[src/rtl/core/psrf_pkg.sv]
// Package for the printable string run finder.
// Holds the shared constants, register codes and beat types; depends on nothing.
`timescale 1ns / 1ps

package psrf_pkg;

   // Fixed field widths
   localparam int ADDR_W  = 48;
   localparam int CNT_W   = 17;
   localparam int MINL_W  = 16;
   localparam int KIND_W  = 2;
   localparam int BYTE_W  = 8;
   localparam int UNIT_W  = 16;
   localparam int CSR_IDX_W = 2;

   localparam logic [CNT_W-1:0] CNT_MAX = 17'h1FFFF;

   // Printable ranges
   localparam logic [BYTE_W-1:0] ASCII_LO  = 8'h20;
   localparam logic [BYTE_W-1:0] ASCII_HI  = 8'h7E;
   localparam logic [UNIT_W-1:0] WIDE_LO   = 16'h0020;
   localparam logic [UNIT_W-1:0] WIDE_HI   = 16'h007E;
   localparam logic [UNIT_W-1:0] WIDE_EXT  = 16'h00A0;
   localparam logic [UNIT_W-1:0] WIDE_SURR = 16'hD800;

   // Register indexes
   localparam logic [CSR_IDX_W-1:0] CSR_MIN_LENGTH     = 2'd0;
   localparam logic [CSR_IDX_W-1:0] CSR_ASCII_ENABLE   = 2'd1;
   localparam logic [CSR_IDX_W-1:0] CSR_UNICODE_ENABLE = 2'd2;

   // Register reset values
   localparam logic [MINL_W-1:0] MIN_LENGTH_RST = 16'd4;

   // Result queue
   localparam int FIFO_DEPTH = 4;
   localparam int FIFO_PTR_W = 2;
   localparam int FIFO_CNT_W = 3;

   typedef struct packed {
      logic [MINL_W-1:0] min_length;
      logic              ascii_enable;
      logic              unicode_enable;
   } cfg_type;

   typedef struct packed {
      logic [ADDR_W-1:0] string_address;
      logic [CNT_W-1:0]  char_count;
      logic              is_unicode;
      logic [KIND_W-1:0] kind_out;
   } result_type;

   typedef struct packed {
      logic       ascii_valid;
      result_type ascii_res;
      logic       wide_valid;
      result_type wide_res;
   } scan_out_type;

   typedef struct packed {
      result_type res;
      logic       last_of_run;
   } fifo_entry_type;

endpackage

[src/rtl/core/psrf_scan.sv]
// Run scanner: tracks the ASCII and UTF-16LE runs over one chunk, one byte a step.
// Depends on psrf_pkg for the config and result types.
`timescale 1ns / 1ps

module psrf_scan
   import psrf_pkg::*;
#(
   parameter int MAX_CHUNK_BYTES = 65536
) (
   input  logic                clock,
   input  logic                reset,
   input  logic                step,
   input  logic [BYTE_W-1:0]   data_byte,
   input  logic [ADDR_W-1:0]   chunk_base,
   input  logic [KIND_W-1:0]   region_kind,
   input  logic                end_of_chunk,
   input  cfg_type             cfg,
   output scan_out_type        scan_out
);

   localparam int OW  = (MAX_CHUNK_BYTES > 1) ? $clog2(MAX_CHUNK_BYTES) : 1;
   localparam int CW  = $clog2(MAX_CHUNK_BYTES + 1);
   localparam int CXW = (CW > CNT_W) ? CW : CNT_W;

   logic [OW-1:0]     off_ff, off_in;
   logic              a_open_ff, a_open_in;
   logic [OW-1:0]     a_start_ff, a_start_in;
   logic              w_open_ff, w_open_in;
   logic [OW-1:0]     w_start_ff, w_start_in;
   logic [BYTE_W-1:0] held_ff, held_in;

   logic              chunk_last;
   logic [CW-1:0]     off_x, off_p1, us_x;
   logic              a_pr, w_pr, odd;
   logic [UNIT_W-1:0] unit;
   logic              a_hit, w_hit;
   logic [OW-1:0]     a_begin, w_begin;
   logic [CW-1:0]     a_end, w_end;
   logic [CW-1:0]     a_len, w_len;
   logic [CXW-1:0]    a_len_x, w_len_x;
   logic [CNT_W-1:0]  a_cnt, w_cnt;

   // Decode the current byte and position
   always_comb begin
      chunk_last = end_of_chunk || (off_ff == OW'(MAX_CHUNK_BYTES - 1));
      off_x      = CW'(off_ff);
      off_p1     = off_x + CW'(1);
      us_x       = {off_x[CW-1:1], 1'b0};
      odd        = off_ff[0];
      a_pr       = (data_byte >= ASCII_LO) && (data_byte <= ASCII_HI);
      unit       = {data_byte, held_ff};
      w_pr       = ((unit >= WIDE_LO) && (unit <= WIDE_HI)) ||
                   ((unit >= WIDE_EXT) && (unit < WIDE_SURR));
   end

   // ASCII run tracking
   always_comb begin
      a_open_in  = a_open_ff;
      a_start_in = a_start_ff;
      a_hit      = 1'b0;
      a_begin    = a_start_ff;
      a_end      = off_x;
      if (!cfg.ascii_enable) begin
         a_open_in = 1'b0;
      end else if (a_pr) begin
         if (!a_open_ff) begin
            a_open_in  = 1'b1;
            a_start_in = off_ff;
            a_begin    = off_ff;
         end
         if (chunk_last) begin
            a_hit     = 1'b1;
            a_end     = off_p1;
            a_open_in = 1'b0;
         end
      end else if (a_open_ff) begin
         a_hit     = 1'b1;
         a_open_in = 1'b0;
      end
      if (chunk_last) begin
         a_open_in = 1'b0;
      end
   end

   // UTF-16LE run tracking; the low byte is held at every even offset
   always_comb begin
      w_open_in  = w_open_ff;
      w_start_in = w_start_ff;
      held_in    = held_ff;
      w_hit      = 1'b0;
      w_begin    = w_start_ff;
      w_end      = off_x;
      if (!odd) begin
         held_in = data_byte;
      end
      if (!cfg.unicode_enable) begin
         w_open_in = 1'b0;
      end else if (!odd) begin
         if (chunk_last && w_open_ff) begin
            w_hit = 1'b1;
         end
      end else if (w_pr) begin
         if (!w_open_ff) begin
            w_open_in  = 1'b1;
            w_start_in = us_x[OW-1:0];
            w_begin    = us_x[OW-1:0];
         end
         if (chunk_last) begin
            w_hit = 1'b1;
            w_end = off_p1;
         end
      end else if (w_open_ff) begin
         w_hit = 1'b1;
         w_end = us_x;
         w_open_in = 1'b0;
      end
      if (chunk_last) begin
         w_open_in = 1'b0;
      end
   end

   // Lengths, saturation and the minimum-length filter
   always_comb begin
      a_len   = a_end - CW'(a_begin);
      w_len   = (w_end - CW'(w_begin)) >> 1;
      a_len_x = CXW'(a_len);
      w_len_x = CXW'(w_len);
      a_cnt   = (a_len_x > CXW'(CNT_MAX)) ? CNT_MAX : a_len_x[CNT_W-1:0];
      w_cnt   = (w_len_x > CXW'(CNT_MAX)) ? CNT_MAX : w_len_x[CNT_W-1:0];

      scan_out.ascii_valid = step && a_hit && (a_len_x >= CXW'(cfg.min_length));
      scan_out.ascii_res.string_address = chunk_base + ADDR_W'(a_begin);
      scan_out.ascii_res.char_count     = a_cnt;
      scan_out.ascii_res.is_unicode     = 1'b0;
      scan_out.ascii_res.kind_out       = region_kind;

      scan_out.wide_valid = step && w_hit && (w_len_x >= CXW'(cfg.min_length));
      scan_out.wide_res.string_address = chunk_base + ADDR_W'(w_begin);
      scan_out.wide_res.char_count     = w_cnt;
      scan_out.wide_res.is_unicode     = 1'b1;
      scan_out.wide_res.kind_out       = region_kind;
   end

   // Advance the offset, wrap at chunk end
   always_comb begin
      off_in = chunk_last ? '0 : OW'(off_x + CW'(1));
   end

   // Scan state
   always_ff @(posedge clock) begin
      if (reset) begin
         off_ff     <= '0;
         a_open_ff  <= 1'b0;
         a_start_ff <= '0;
         w_open_ff  <= 1'b0;
         w_start_ff <= '0;
         held_ff    <= '0;
      end else if (step) begin
         off_ff     <= off_in;
         a_open_ff  <= a_open_in;
         a_start_ff <= a_start_in;
         w_open_ff  <= w_open_in;
         w_start_ff <= w_start_in;
         held_ff    <= held_in;
      end
   end

`ifndef SYNTHESIS
   a_off_wrap: assert property (@(posedge clock) disable iff (reset)
      step && chunk_last |=> off_ff == '0)
      else $error("offset did not wrap after chunk end");

   a_ascii_off: assert property (@(posedge clock) disable iff (reset)
      step && !cfg.ascii_enable |=> !a_open_ff)
      else $error("ascii run kept while scan disabled");

   a_wide_even: assert property (@(posedge clock) disable iff (reset)
      w_open_ff |-> w_start_ff[0] == 1'b0)
      else $error("wide run starts at odd offset");
`endif

endmodule

[src/rtl/core/printable_string_run_finder.sv]
// Top level of the printable string run finder: input stage, scanner, result queue.
// Depends on psrf_pkg and psrf_scan.
`timescale 1ns / 1ps

// Usage:
//   req_* carries one chunk byte per beat: tdata = data_byte, chunk_base;
//   tuser = region_kind; tlast marks the chunk's final byte.
//   rsp_* carries one found run per beat: tdata = string_address, char_count;
//   tuser = is_unicode, kind_out; tlast marks the final run caused by a byte.
//   csr_* writes min_length (0), ascii_enable (1), unicode_enable (2); write only
//   while no bytes are in flight.
// Path: a run closed by a byte reaches rsp_* through the input register, then
//   the scan into the result queue.
// Throughput: one byte per clock. A byte can close two runs; the four-entry
//   result queue drains one run per clock, and req_tready drops while fewer
//   than two queue slots are free.
// Reset: synchronous; clears the scan state, empties the queue and loads the
//   register defaults (min_length 4, both scans enabled).
// Stall: while rsp_tready is low runs wait in the queue; bytes keep flowing
//   until the queue is nearly full, then req_tready holds low.
module printable_string_run_finder
   import psrf_pkg::*;
#(
   parameter int MAX_CHUNK_BYTES = 65536
) (
   input  logic                 clock,
   input  logic                 reset,
   // Byte channel
   input  logic                 req_tvalid,
   output logic                 req_tready,
   input  logic [55:0]          req_tdata,   // data_byte[7:0], chunk_base[55:8]
   input  logic [KIND_W-1:0]    req_tuser,   // region_kind[1:0]
   input  logic                 req_tlast,
   // Run channel
   output logic                 rsp_tvalid,
   input  logic                 rsp_tready,
   output logic [71:0]          rsp_tdata,   // string_address[47:0], char_count[64:48], zero
   output logic [2:0]           rsp_tuser,   // is_unicode[0], kind_out[2:1]
   output logic                 rsp_tlast,
   // Register writes
   input  logic                 csr_we,
   input  logic [CSR_IDX_W-1:0] csr_index,
   input  logic [MINL_W-1:0]    csr_wdata
);

   cfg_type           cfg_ff, cfg_in;

   logic              in_valid_ff;
   logic [BYTE_W-1:0] in_byte_ff;
   logic [ADDR_W-1:0] in_base_ff;
   logic [KIND_W-1:0] in_kind_ff;
   logic              in_last_ff;

   logic              step;
   logic              req_beat;
   scan_out_type      scan_out;

   fifo_entry_type    fifo_mem [FIFO_DEPTH];
   logic [FIFO_PTR_W-1:0] wr_ptr_ff, wr_ptr_in;
   logic [FIFO_PTR_W-1:0] rd_ptr_ff, rd_ptr_in;
   logic [FIFO_CNT_W-1:0] cnt_ff, cnt_in;
   logic [FIFO_CNT_W-1:0] push_n;
   logic              pop;
   fifo_entry_type    head;
   fifo_entry_type    ascii_entry, wide_entry;
   logic [FIFO_PTR_W-1:0] wide_slot;

   // Register writes
   always_comb begin
      cfg_in = cfg_ff;
      if (csr_we) begin
         case (csr_index)
            CSR_MIN_LENGTH:     cfg_in.min_length     = csr_wdata;
            CSR_ASCII_ENABLE:   cfg_in.ascii_enable   = csr_wdata[0];
            CSR_UNICODE_ENABLE: cfg_in.unicode_enable = csr_wdata[0];
            default:            cfg_in = cfg_ff;
         endcase
      end
   end

   always_ff @(posedge clock) begin
      if (reset) begin
         cfg_ff.min_length     <= MIN_LENGTH_RST;
         cfg_ff.ascii_enable   <= 1'b1;
         cfg_ff.unicode_enable <= 1'b1;
      end else begin
         cfg_ff <= cfg_in;
      end
   end

   // Input stage: scan the held byte once two queue slots are free
   assign step       = in_valid_ff && (cnt_ff <= FIFO_CNT_W'(FIFO_DEPTH - 2));
   assign req_tready = !in_valid_ff || step;
   assign req_beat   = req_tvalid && req_tready;

   always_ff @(posedge clock) begin
      if (reset) begin
         in_valid_ff <= 1'b0;
      end else if (req_tready) begin
         in_valid_ff <= req_tvalid;
      end
   end

   always_ff @(posedge clock) begin
      if (req_beat) begin
         in_byte_ff <= req_tdata[7:0];
         in_base_ff <= req_tdata[55:8];
         in_kind_ff <= req_tuser;
         in_last_ff <= req_tlast;
      end
   end

   psrf_scan #(
      .MAX_CHUNK_BYTES (MAX_CHUNK_BYTES)
   ) u_scan (
      .clock        (clock),
      .reset        (reset),
      .step         (step),
      .data_byte    (in_byte_ff),
      .chunk_base   (in_base_ff),
      .region_kind  (in_kind_ff),
      .end_of_chunk (in_last_ff),
      .cfg          (cfg_ff),
      .scan_out     (scan_out)
   );

   // Result queue: ASCII run first, tlast on the final run of the byte
   always_comb begin
      push_n    = FIFO_CNT_W'(scan_out.ascii_valid) + FIFO_CNT_W'(scan_out.wide_valid);
      pop       = rsp_tvalid && rsp_tready;
      wr_ptr_in = wr_ptr_ff + FIFO_PTR_W'(push_n);
      rd_ptr_in = rd_ptr_ff + FIFO_PTR_W'(pop);
      cnt_in    = cnt_ff + push_n - FIFO_CNT_W'(pop);

      ascii_entry.res         = scan_out.ascii_res;
      ascii_entry.last_of_run = !scan_out.wide_valid;
      wide_entry.res          = scan_out.wide_res;
      wide_entry.last_of_run  = 1'b1;
      wide_slot               = wr_ptr_ff + FIFO_PTR_W'(scan_out.ascii_valid);
   end

   always_ff @(posedge clock) begin
      if (scan_out.ascii_valid) begin
         fifo_mem[wr_ptr_ff] <= ascii_entry;
      end
      if (scan_out.wide_valid) begin
         fifo_mem[wide_slot] <= wide_entry;
      end
   end

   always_ff @(posedge clock) begin
      if (reset) begin
         wr_ptr_ff <= '0;
         rd_ptr_ff <= '0;
         cnt_ff    <= '0;
      end else begin
         wr_ptr_ff <= wr_ptr_in;
         rd_ptr_ff <= rd_ptr_in;
         cnt_ff    <= cnt_in;
      end
   end

   // Drive the run channel from the queue head
   assign head       = fifo_mem[rd_ptr_ff];
   assign rsp_tvalid = (cnt_ff != '0);
   assign rsp_tdata  = {7'd0, head.res.char_count, head.res.string_address};
   assign rsp_tuser  = {head.res.kind_out, head.res.is_unicode};
   assign rsp_tlast  = head.last_of_run;

`ifndef SYNTHESIS
   a_cnt_bound: assert property (@(posedge clock) disable iff (reset)
      cnt_ff <= FIFO_CNT_W'(FIFO_DEPTH))
      else $error("result queue overfilled");

   a_step_room: assert property (@(posedge clock) disable iff (reset)
      step |-> (cnt_ff + push_n) <= FIFO_CNT_W'(FIFO_DEPTH))
      else $error("scan pushed without queue room");

   a_reset_empty: assert property (@(posedge clock)
      $past(reset) |-> (cnt_ff == '0) && !in_valid_ff)
      else $error("state not cleared by reset");
`endif

endmodule
[config.mk]
export PLATFORM = sky130hd
export DESIGN_NAME = printable_string_run_finder
export DESIGN_NICKNAME = d
export VERILOG_FILES = /design/src/rtl/core/psrf_pkg.sv /design/src/rtl/core/psrf_scan.sv /design/src/rtl/core/printable_string_run_finder.sv
export SDC_FILE = /design/constraint.sdc
export NUM_CORES = 1
export LEC_CHECK = 0
export ABC_AREA = 1
export BUFFER_PORTS_ARGS = -buffer_cell sky130_fd_sc_hd__buf_2
export CAP_MARGIN = 20
export CELL_PAD_IN_SITES_DETAIL_PLACEMENT = 1
export CELL_PAD_IN_SITES_GLOBAL_PLACEMENT = 1
export CORE_ASPECT_RATIO = 0.75
export CORE_MARGIN = 8
export CORE_UTILIZATION = 37
export CTS_CLUSTER_SIZE = 20
export DETAILED_ROUTE_END_ITERATION = 10
export GPL_TIMING_DRIVEN = 0
export PLACE_DENSITY_LB_ADDON = 0.1
export SLEW_MARGIN = 0
export SYNTH_ARGS = -nofsm -noshare
export SYNTH_HDL_FRONTEND = slang
export SYNTH_SLANG_ARGS = --single-unit
[constraint.sdc]
create_clock -name clock -period 9 [get_ports clock]
set_input_delay 1.8 -clock clock [delete_from_list [all_inputs] [get_ports clock]]
set_output_delay 1.8 -clock clock [all_outputs]
set_load 0.01 [all_outputs]
# ---- Word level (Yosys, flattened, before mapping)
# Memory sizes are Yosys's and may differ from the RTL's. A register that Yosys moved wholly into a read port is not among the register bits.
# Index checks and enable logic that the tools add are counted.
dict set report word_totals {
  regBits 143
  mem_bits_rw 276
  input_bits 82
  out_inout_bits 78
  wordCells 107
  mem_count 1
}
dict set report classes {
  addsub 11
  magnitude_cmp 11
  n_eq_ne 4
  mux 39
  bitwise 1
  n_reduce_logical 23
}
# memory depth word_bits rd rd_clocked_by_memory_dff write_ports line_no
set mem_list {}
lappend mem_list {fifo_mem 4 69 1 1 2 printable_string_run_finder.sv:58} ;# fifo_entry_type fifo_mem [FIFO_DEPTH];
# op count
set ops {}
lappend ops {{$mux W17} 9}
lappend ops {{$mux W16} 8}
lappend ops {{$add A48 B16 Y48} 2}
lappend ops {{$sub A17 B16 Y17} 2}
lappend ops {{$mux W1} 21}
lappend ops {{$add A16 B1 Y17 const B} 1}
lappend ops {{$ge A17 B16 Y1} 1}
lappend ops {{$gt A16 B17 Y1 const B} 1}
lappend ops {{$gt A17 B17 Y1 const B} 1}
lappend ops {{$eq A16 B16 Y1 const B} 1}
lappend ops {{$ge A16 B16 Y1} 1}
lappend ops {{$ge A16 B6 Y1 const B} 1}
lappend ops {{$ge A16 B8 Y1 const B} 1}
lappend ops {{$le A16 B7 Y1 const B} 1}
lappend ops {{$lt A16 B16 Y1 const B} 1}
lappend ops {{$logic_and A1 B1 Y1} 11}
lappend ops {{$reduce_and A2 Y1} 5}
lappend ops {{$ge A8 B6 Y1 const B} 1}
lappend ops {{$le A8 B7 Y1 const B} 1}
lappend ops {{$add A2 B1 Y2} 2}
lappend ops {{$add A3 B2 Y3} 1}
lappend ops {{$le A3 B2 Y1 const B} 1}
lappend ops {{$logic_or A1 B1 Y1} 3}
lappend ops {{$ne A3 B1 Y1 const B} 1}
lappend ops {{10 further kinds} 11}

# ---- Logic depth before layout (Yosys ltp)
# Gate-level depths: netlist of the first run.
dict set report depth {
  depth_word 12
  depth_mapped 44
  mapped_depth_nobuf 43
}

# ---- Modules after synthesis
# A second synthesis of the first run with hierarchy kept.
dict set report unflattened {
  cells_unflattened 3774
  hier_area_um2 28174.5
}
# module n_inst cells_per_inst area_per_inst_um2 seq_area_each_um2
set modules_own_cells {}
lappend modules_own_cells {printable_string_run_finder 1 2340 19243.5 10540.1}
lappend modules_own_cells {psrf_scan 1 1434 8931.1 1161.1}

# ---- Least setup slack after synthesis of the first run
# Ideal clock, no wire load.
dict set report synth_path {
  path_type {flip-flop to flip-flop}
  start {register u_scan.off_ff[0]}
  end {memory fifo_mem[0][10] (netlist name) (enable)}
  setup_ps 427
  arrival_ps 7672
  required_time_ps 8573
  slack_ps 901
  stages_incl_launch_ff 37
  path_buffers 2
  synth_period_minus_slack_ps 8099
  cell_sequence {dfxtp_1 -> ha_1 -> nand3_2 -> nor3_4 -> nand2_2 -> nor2_4 -> nand2_2 -> nor3_4 -> nor2_1 -> inv_2 -> clkbuf_1 -> o21ai_0 -> o21ai_0 -> inv_1 -> ha_1 -> a31oi_1 -> o21ai_0 -> a31oi_1 -> o21ai_0 -> xor2_1 -> ha_1 -> inv_1 -> nor3_1 -> a211oi_1 -> a21oi_1 -> o21ai_0 -> nand3_4 -> nand2_1 -> inv_1 -> ha_1 -> or2_2 -> nand2_1 -> inv_1 -> nor3_4 -> inv_2 -> buf_2 -> nand2_1}
}
# element line_no
set synth_lines {}
lappend synth_lines {{from (decl)} psrf_scan.sv:25} ;# logic [OW-1:0] off_ff, off_in;
lappend synth_lines {{from (signal assigned)} psrf_scan.sv:159} ;# off_ff <= off_in;
lappend synth_lines {{to (decl)} printable_string_run_finder.sv:58}

==> results of run 1 <==
through the flow:
step | cell area (um2) | power (mW) | TNS (ns) | utilization, % | cells
floorplan | 24800 | 3.68 | 0 | - | 2984
global placement | 26700 | 4.69 | -896.55 | 40.1 | 4017
detailed placement | 26900 | 4.76 | -373.73 | 40.4 | 4024
CTS | 28600 | 6.81 | 0 | 43.0 | 4120
global route | 28800 | 7.20 | 0 | 43.2 | 4124
finish | 28800 | 6.88 | 0 | 43.2 | 4124
cell usage after synthesis, drive strengths merged (2+ instances only):
cell type,number
a211oi,19
a21boi,4
a21o,5
a21oi,134
a22oi,2
a31oi,7
and2,4
buf,45
clkbuf,93
dfxtp,92
edfxtp,327
fa,5
ha,105
inv,320
mux2i,2
nand2,607
nand3,77
nand4,25
nor2,288
nor3,46
nor4,17
o211ai,21
o21a,2
o21ai,490
o21bai,2
o22ai,100
o31ai,3
xnor2,27
xor2,98
where the power goes:
part	leakage (nW)	internal, mW	switching (mW)
clock	0.771	1.14	0.857
combinational	6.97	0.768	1.86
sequential	4.14	2.19	0.0788
total	11.9	4.09	2.80
layer usage:
layer | vias to the layer above | GRT usage, % | routed length, um
met2 | 950 | 39.6 | 44000
li1 | 10600 | - | -
met4 | 0 | 6.07 | 2190
met5 | - | 0 | 0
met3 | 127 | 3.77 | 8440
met1 | 11800 | 43.0 | 52600
registers in the layout (all words and copies together), names as in the netlist, 2 cells and up:
signal,count
fifo_mem,276
cnt_ff,3
in_byte_ff,8
u_scan.w_start_ff,16
u_scan.a_start_ff,16
in_base_ff,48
wr_ptr_ff,2
cfg_ff,18
u_scan.held_ff,8
u_scan.off_ff,16
in_kind_ff,2
rd_ptr_ff,2
worst reg2reg max path: cells and delay by family, from the launching register on:
| family | cells | cell delay (ns) |
|---|---|---|
| buffers and inverters | 7 | 1.52 |
| and+or+nand+nor | 15 | 2.84 |
| xor gates and xnor gates | 1 | 0.34 |
| DFF | 1 | 0.43 |
| adders and majority gates | 4 | 1.21 |
| AOI/OAI and AO/OA | 10 | 2.03 |
what timing repair did:
action | 4_1_cts | 5_1_grt
pin swaps | 7 | 3
cloned | 1 | 1
setup endpoints to repair | 536 | 470
buffers inserted | 8 | 4
resized for setup | 18 | 26
cells in the final DEF (no fill, tap or decap), types with 21 or more instances in the layout:
cell       instances
clkbuf_1          99
a21oi_1          132
nand2_1          598
xor2_1            92
xnor2_1           22
o22ai_1          100
o211ai_1          21
o21ai_1          110
nor2_1           281
buf_2            183
nand4_1           22
nor3_1            39
dfxtp_1           91
nand3_1           74
clkbuf_16         50
ha_1             105
o21ai_0          375
edfxtp_1         327
inv_1            311
cell families (layout without fill, tap and decap cells):
kind of cell,after synthesis,in the layout,share of synthesized area [%]
mux,2,2,0.0807
compound gates,796,796,17.4
xor+xnor,125,125,4.49
simple gates,1067,1069,18.1
other cells,1,7,0.0151
fa+ha+maj,110,110,5.70
buf+inv,458,714,7.29
flops,419,419,47.0
worst max-delay path by stage:
stage                                      endpoint                          start  cells after the start
after detailed placement  fifo_mem[0][35]$_DFFE_PP_  u_scan.off_ff[0]$_SDFFE_PP0P_                     36
after floorplan           fifo_mem[0][10]$_DFFE_PP_  u_scan.off_ff[0]$_SDFFE_PP0P_                     36
after CTS                 fifo_mem[3][28]$_DFFE_PP_        in_byte_ff[5]$_DFFE_PP_                     34
final                      fifo_mem[1][9]$_DFFE_PP_  u_scan.off_ff[0]$_SDFFE_PP0P_                     37
after global routing      fifo_mem[1][13]$_DFFE_PP_  u_scan.off_ff[0]$_SDFFE_PP0P_                     37
after global placement    fifo_mem[0][39]$_DFFE_PP_        in_byte_ff[5]$_DFFE_PP_                     34
cell type report:
type / count / area, um2 / share of cell area (%)
flip-flops and latches: 419 / 11700 / 40.5
multi-input cells: 2109 / 11600 / 40.4
clock buffers: 64 / 1350 / 4.67
inverters: 320 / 1200 / 4.17
well taps: 882 / 1100 / 3.83
repair buffers: 170 / 1050 / 3.63
plain buffers: 137 / 607 / 2.11
clock inverters: 23 / 203 / 0.704
==> results.yml, run 1 <==
timing:
  max_freq_mhz: 117
  rsz0062_at_grt: "false"
  setup_violations: 0
  worstMarginPinSlew_ns: 1.16
  whs_ns: 0.455
  skew_ns: 0.0235
  finalCritPeriodShare_pct: 94.9
  period_minus_slack_ns: 8.54
  report.final.slew_viol_count: 0
  hold_violations: 0
  final.setup.worst_slack_ns: 0.459
  max_slew_margin_pct: 21.8
worst_setup_path:
  critPathRequiredTime_ns: 9.39
  reg2reg_depth: 37
  cp.arrival_ns: 8.93
  critPathBufInv: 7
  cpLargestDelayFamily: "simple AND/OR/NAND/NOR gates"
  crit_slowest_cell: "ha_1"
  r2r-end: "fifo_mem[1][9]$_DFFE_PP_"
  crit_type: "register to register"
  crit_top_cell: "ha_1"
  max_stage_delay_ns: 0.45
  cp-end-kind: "register"
  cp_max_fo: 20
  r2r_start: "u_scan.off_ff[0]$_SDFFE_PP0P_"
  regToRegSetupSlack_ns: 0.46
  start_kind: "register"
synthesis:
  syn_area_per_cell_um2: 8.33
  ys_seq_elements: 419
  synth_ff_type: "edfxtp_1"
  synth_edf_count: 327
  syn_inst: 2978
  yosys_warnings: 0
  async_flop_share_pct: 0
  ys_seq_area_share_pct: 47.0
  synth.area.top_cells: "edfxtp_1, nand2_1, o21ai_0"
  yosys.area.top_type_share_pct: 39.6
  ys_types: 60
  synth.cell_area_um2: 24800
  yosys.area.top_type: "edfxtp_1"
clocking:
  hold_buffers: 0
  cts.root.buffer_cell: "clkbuf_16"
  path_clk_slew_ns: 0.06
  cts_made_buffers: 47
  tritoncts: "yes"
  cts_htree_levels: 2
  worstSkewPairLatency_ns: 0.60
  clk_path_buf_depth: 3
  clock-sinks: 419
layout:
  antenna_cells: 0
  drive_gt1_share_pct: 10.9
  num-fill-cells: 7979
  area_delta_synth_final_pct: 16.0
  nNetsFinal: 3396
placement:
  port_buffers: 151
  gp_congestion: 0.981
  dp_hpwl_mm: 82.1
  dpl_worst_slack_ns: -1.39
global_routing:
  grt-ovfl-total: 0
  grt_pass1_wl_mm: 156
  grtUsageTotal_pct: 27.5
  antenna_found_initial: 3
  grt_pass1_vias: 23300
  grt_max_degree: 43
floorplan:
  io_pins: 160
  die_area_um2: 75700
  row_count: 82
  die_y_um: 240
  fp.dieW_um: 315
  start_util_pct: 37.3
  core-area_um2: 66600
routing:
  wire_per_inst_um: 26.0
  vias: 23600
  first_iter_violations: 2514
  drt.antenna.violating_nets: 0
  via_per_inst: 5.71
  routed_wl_mm: 107
  post-route-drc-count: 0
  firstDrtPassIters: 6
worst_hold_path:
  holdPathStages: 2
  min_path_type: "register to register"
  hold_end: "fifo_mem[3][3]$_SDFFE_PP1P_"
  hp-start: "fifo_mem[3][3]$_SDFFE_PP1P_"
outcome:
  status: "complete, no violations"
pwr:
  ir_drop_uv: 113
  power_per_cell_area_nw_per_um2: 239
  p_leak_nw: 11.9
flow_run:
  max_cap_viol_count: 0
Power figures use the tool's default switching activity.
==> inputs of run 2 (changes only) <==
--- a/config.mk
+++ b/config.mk
@@ -10,9 +10,9 @@
 export CAP_MARGIN = 20
 export CELL_PAD_IN_SITES_DETAIL_PLACEMENT = 1
 export CELL_PAD_IN_SITES_GLOBAL_PLACEMENT = 1
-export CORE_ASPECT_RATIO = 0.75
 export CORE_MARGIN = 8
 export CORE_UTILIZATION = 37
+export CTS_BUF_LIST = sky130_fd_sc_hd__clkbuf_16
 export CTS_CLUSTER_SIZE = 20
 export DETAILED_ROUTE_END_ITERATION = 10
 export GPL_TIMING_DRIVEN = 0
==> constraint.sdc (replaced) <==
create_clock -name clock -period 9 [get_ports clock]
set_input_delay 0.9 -clock clock [delete_from_list [all_inputs] [get_ports clock]]
set_output_delay 0.9 -clock clock [all_outputs]
set_load 0.01 [all_outputs]
==> run 2 against run 1 <==
Die area is 0.11% lower. Worst setup slack better by 0.013 ns. Cell area is 0.53% higher. Wire length is 4.9% lower. Global-route usage is 0.99 points lower. Clock power is 22% higher. Count of clock-buffer cells in the layout is 12 lower. Critical path depth is 2 higher. Via count is 3.0% lower. Worst hold slack worse by 0.0073 ns. Core utilization is 0.087 points higher. Critical path type unchanged. Register-to-register slack hardly changed.
==> results.yml, run 2 (synthesized netlist as in run 1, its figures left out) <==
outcome:
  status: "complete, no violations"
layout:
  layout_commonest_cell: "nand2_1"
  num-fill-cells: 8040
  drive_gt1_share_pct: 10.7
  nNetsFinal: 3392
  largest_reg_flops: 276
  largestRegisters: "fifo_mem: 276 flops, in_base_ff: 48 flops, cfg_ff: 18 flops"
  final_cell_mix: "nand2_1, o21ai_0, edfxtp_1"
  top_register: "fifo_mem"
  antenna_cells: 0
  stdcell_count: 4116
  area_delta_synth_final_pct: 16.6
pwr:
  p_leak_nw: 12.0
  ir_drop_uv: 144
  power_per_cell_area_nw_per_um2: 248
clocking:
  worstSkewPairLatency_ns: 0.62
  cts.root.buffer_cell: "clkbuf_16"
  clock-sinks: 419
  cts_htree_levels: 2
  tritoncts: "yes"
  path_clk_slew_ns: 0.06
  cts_made_buffers: 51
  hold_buffers: 0
  clk_path_buf_depth: 3
routing:
  drt.antenna.violating_nets: 0
  post-route-drc-count: 0
  via_per_inst: 5.55
  firstDrtPassIters: 5
  vias: 22900
  wire_per_inst_um: 24.8
  first_iter_violations: 1725
  routed_wl_mm: 102
worst_setup_path:
  cp_max_fo: 41
  crit_type: "register to register"
  cp-end-kind: "register"
  start_kind: "register"
  cp.arrival_ns: 8.82
  setup.worst_path.start: "u_scan.off_ff[0]$_SDFFE_PP0P_"
  crit_slowest_cell: "dfxtp_2"
  crit_top_cell: "ha_1"
  critPathRequiredTime_ns: 9.29
  r2r_start: "u_scan.off_ff[0]$_SDFFE_PP0P_"
  max_stage_delay_ns: 0.43
timing:
  max_freq_mhz: 117
  report.final.slew_viol_count: 0
  worstMarginPinSlew_ns: 1.02
  skew_ns: 0.0255
  period_minus_slack_ns: 8.53
  final.setup.worst_slack_ns: 0.472
  finalCritPeriodShare_pct: 94.8
  max_slew_margin_pct: 31.5
  hold_violations: 0
  setup_violations: 0
  rsz0062_at_grt: "false"
placement:
  dpl_worst_slack_ns: -1.34
  gp_congestion: 0.910
  dp_cells: 4013
  dp_hpwl_mm: 78.8
  port_buffers: 151
floorplan:
  core-area_um2: 66800
  io_pins: 160
  fp.dieW_um: 275
  row_count: 95
  die_area_um2: 75600
  die_y_um: 275
  start_util_pct: 37.1
global_routing:
  antenna_found_initial: 1
  grtUsageTotal_pct: 26.5
  grt-ovfl-total: 0
  grt_pass1_vias: 23500
  grt_max_degree: 48
  grt_pass1_wl_mm: 151
worst_hold_path:
  hp-start: "req_tdata[42]"
  min_path_type: "input pin to register"
flow_run:
  max_cap_viol_count: 0
-- run 2: changes by cell type in the layout (fill, tap and decap cells not counted), moves of 3 or more --
| cell | change |
|---|---|
| a31oi_1 | +3 |
| a31oi_2 | -3 |
| buf_12 | -6 |
| bufinv_16 | +13 |
| clkbuf_1 | -9 |
| clkbuf_8 | -4 |
| inv_1 | +4 |
| xor2_1 | +3 |
| xor2_4 | -3 |
-- run 2: metrics by stage --
stage	instance area (um2)	utilization [%]	power, mW	setup TNS, ns	hold WS, ns
after global placement	26700	39.9	4.66	-837.37	0.426
after CTS	28900	43.3	7.19	0	0.406
final	28900	43.3	7.17	0	0.448
after floorplan	24800	-	3.68	0	0.414
after detailed placement	26900	40.2	4.74	-376.53	0.434
after global routing	28900	43.3	7.50	0	0.421
-- run 2: final timing paths --
| path | end | slack (ns) | cells past startpoint |
|---|---|---|---|
| max | fifo_mem[1][29]$_DFFE_PP_ | 0.47 | 39 |
| max reg2reg | fifo_mem[1][29]$_DFFE_PP_ | 0.47 | 39 |
| min | in_base_ff[34]$_DFFE_PP_ | 0.45 | 1 |
| min reg2reg | fifo_mem[2][3]$_SDFFE_PP1P_ | 0.45 | 2 |
-- run 2: final cells by class --
| cell class | instances | area, um2 | share of cell area [%] |
|---|---|---|---|
| flip-flops and latches | 419 | 11700 | 40.3 |
| multi-input cells | 2107 | 11500 | 39.6 |
| clock buffers | 52 | 1300 | 4.50 |
| inverters | 320 | 1200 | 4.15 |
| well taps | 873 | 1090 | 3.77 |
| repair buffers | 163 | 938 | 3.24 |
| clock inverters | 44 | 659 | 2.28 |
| plain buffers | 138 | 612 | 2.11 |
-- run 2: power breakdown --
group | leakage (nW) | switching (mW) | internal, mW
sequential | 4.13 | 0.0745 | 2.19
clock | 0.971 | 0.905 | 1.52
combinational | 6.88 | 1.79 | 0.699
-- run 2: per-layer routing --
metal  GRT usage, %  up-vias  share of wire [%]
li1               -    10600                  -
met1           37.2    11300                 45
met2           42.6      743                 45
met3           3.68      145                6.6
met4           7.20        0                2.8
met5              0        -                  0
-- run 2: what timing repair did --
action,CTS,global route
pin swaps,5,1
buffers inserted,5,2
endpoints found under the setup margin,541,386
gates resized for setup,8,17
-- run 2: worst max-delay path, delay by kind of cell, from the launching register on --
kind                     cells  cell delay [ns]
AND/OR/NAND/NOR             15             2.53
AO/OA/AOI/OAI               10             2.28
buffers and inverters        9             1.60
adder cells (fa/ha/maj)      4             1.12
flip-flops                   1             0.43
XOR/XNOR                     1             0.20
==> inputs of run 3 (changes only) <==
--- a/config.mk
+++ b/config.mk
@@ -6,7 +6,7 @@
 export NUM_CORES = 1
 export LEC_CHECK = 0
 export ABC_AREA = 1
-export BUFFER_PORTS_ARGS = -buffer_cell sky130_fd_sc_hd__buf_2
+export BUFFER_PORTS_ARGS = -buffer_cell sky130_fd_sc_hd__buf_4
 export CAP_MARGIN = 20
 export CELL_PAD_IN_SITES_DETAIL_PLACEMENT = 1
 export CELL_PAD_IN_SITES_GLOBAL_PLACEMENT = 1
==> run 3 against run 2 <==
Critical path type unchanged. Sequential share of layout area down 0.13 points. Non-clock buffer count increased by 1. Largest cell class unchanged. Cell count is essentially flat. Wire length down 0.28%. Combinational power rose by 4%. Worst setup slack got worse by 0.012 ns. Clock power decreased by 15%.
==> results.yml, run 3 (synthesized netlist as in run 1, its figures left out) <==
worst_hold_path:
  hp-start: "req_tdata[44]"
  min_path_type: "input pin to register"
  holdPathStages: 1
  hold_end: "in_base_ff[36]$_DFFE_PP_"
global_routing:
  grt_pass1_vias: 23800
  antenna_found_initial: 1
  grt_pass1_wl_mm: 150
  grtUsageTotal_pct: 26.3
  grt-ovfl-total: 0
  grt_max_degree: 47
timing:
  final.setup.worst_slack_ns: 0.460
  hold_violations: 0
  rsz0062_at_grt: "false"
  setup_violations: 0
  whs_ns: 0.450
  final.setup.tns_ns: 0
  worstMarginPinSlew_ns: 1.04
  report.final.slew_viol_count: 0
  period_minus_slack_ns: 8.54
  finalCritPeriodShare_pct: 94.9
  skew_ns: 0.0293
  max_slew_margin_pct: 29.8
  max_freq_mhz: 117
pwr:
  p_switching_mw: 2.76
  internal_power_mw: 4.16
  clockPowerShare_pct: 29.8
  ir_drop_uv: 148
  p_leak_nw: 12.0
  power_per_cell_area_nw_per_um2: 238
  p_seq_share_pct: 32.7
  p_sw_share_pct: 39.9
  p_comb_share_pct: 37.5
placement:
  gp_congestion: 0.912
  dp_hpwl_mm: 78.7
  dp_cells: 4013
  port_buffers: 151
  dpl_worst_slack_ns: -1.28
worst_setup_path:
  cp.arrival_ns: 8.82
  cp_max_fo: 35
  regToRegSetupSlack_ns: 0.46
  critPathRequiredTime_ns: 9.28
  crit_slowest_cell: "dfxtp_1"
  reg2reg_depth: 38
  start_kind: "register"
  cp-end-kind: "register"
  r2r_start: "u_scan.off_ff[0]$_SDFFE_PP0P_"
  r2r-end: "fifo_mem[1][12]$_DFFE_PP_"
  crit_type: "register to register"
  max_stage_delay_ns: 0.53
outcome:
  status: "complete, no violations"
clocking:
  clock-sinks: 419
  cts_made_buffers: 49
  worstSkewPairLatency_ns: 0.62
  tritoncts: "yes"
  cts_htree_levels: 2
  clk_path_buf_depth: 3
  cts.root.buffer_cell: "clkbuf_16"
  path_clk_slew_ns: 0.06
routing:
  post-route-drc-count: 0
  drt.antenna.violating_nets: 0
  routed_wl_mm: 102
  via_per_inst: 5.59
  firstDrtPassIters: 5
  vias: 23000
  first_iter_violations: 1849
  wire_per_inst_um: 24.7
layout:
  layout_commonest_cell: "nand2_1"
  multiInputGateArea_um2: 11500
  nNetsFinal: 3392
  top_register: "fifo_mem"
  num-fill-cells: 7995
  largest_reg_flops: 276
  stdcell_count: 4114
  largestRegisters: "fifo_mem: 276 flops, in_base_ff: 48 flops, cfg_ff: 18 flops"
  area_delta_synth_final_pct: 17.0
  seqCellArea_um2: 11700
  drive_gt1_share_pct: 10.3
  final_cell_mix: "nand2_1, o21ai_0, edfxtp_1"
floorplan:
  die_area_um2: 75600
  die_y_um: 275
  io_pins: 160
  core-area_um2: 66800
  start_util_pct: 37.1
  fp.dieW_um: 275
  row_count: 95
flow_run:
  max_cap_viol_count: 0
-- run 3: timing repair --
action / in CTS / in global routing
setup buffers: 6 / 2
pin swaps: 5 / 3
gates cloned: 0 / 1
hold buffers: 0 / 0
resized for setup: 12 / 9
setup endpoints to repair: 536 / 306
-- run 3: how the worst max path moves through the flow --
stage                                        from                        end
detailed placement  u_scan.off_ff[0]$_SDFFE_PP0P_  fifo_mem[0][54]$_DFFE_PP_
global route        u_scan.off_ff[0]$_SDFFE_PP0P_  fifo_mem[1][12]$_DFFE_PP_
finish              u_scan.off_ff[0]$_SDFFE_PP0P_  fifo_mem[1][12]$_DFFE_PP_
floorplan           u_scan.off_ff[0]$_SDFFE_PP0P_  fifo_mem[0][10]$_DFFE_PP_
CTS                 u_scan.off_ff[0]$_SDFFE_PP0P_  fifo_mem[2][12]$_DFFE_PP_
global placement    u_scan.off_ff[0]$_SDFFE_PP0P_  fifo_mem[0][53]$_DFFE_PP_
-- run 3: metrics by stage --
step	power (mW)	util (%)	instance area [um2]
floorplan	3.68	-	24800
global placement	4.76	40.5	27100
detailed placement	4.83	40.8	27200
CTS	6.92	43.4	29000
global route	7.24	43.4	29000
finish	6.91	43.5	29000
-- run 3: power groups by stage --
stage / clock [mW] / combinational, mW / sequential [mW]
final: 2.06 / 2.59 / 2.26
after global routing: 2.15 / 2.82 / 2.27
after CTS: 2.08 / 2.58 / 2.26
after detailed placement: 0 / 2.53 / 2.30
after global placement: 0 / 2.45 / 2.30
after floorplan: 0 / 1.41 / 2.27
-- run 3: per-layer routing --
metal | wire length [um] | global-route usage [%]
met1 | 46600 | 36.7
met3 | 6390 | 3.90
met5 | 0 | 0
met4 | 2810 | 7.68
met2 | 45800 | 42.1
-- run 3: layout make-up --
| class | count | share of cell area (%) |
|---|---|---|
| Clock buffer | 51 | 4.40 |
| Timing Repair Buffer | 164 | 4.53 |
| Sequential cell | 419 | 40.2 |
| Inverter | 320 | 4.14 |
| Multi-Input combinational cell | 2108 | 39.6 |
| Buffer | 138 | 2.10 |
| Tap cell | 873 | 3.76 |
| Antenna cell | 2 | 0.0172 |
| Clock inverter | 39 | 1.25 |
-- run 3: worst max-delay path, delay by kind of cell, from the launching register on --
| family | cells | cell delay [ns] |
|---|---|---|
| buffers and inverters | 7 | 1.43 |
| XOR/XNOR | 1 | 0.11 |
| adder cells (fa/ha/maj) | 4 | 1.12 |
| AO/OA/AOI/OAI | 11 | 2.50 |
| AND/OR/NAND/NOR | 15 | 2.47 |
| flip-flops | 1 | 0.53 |
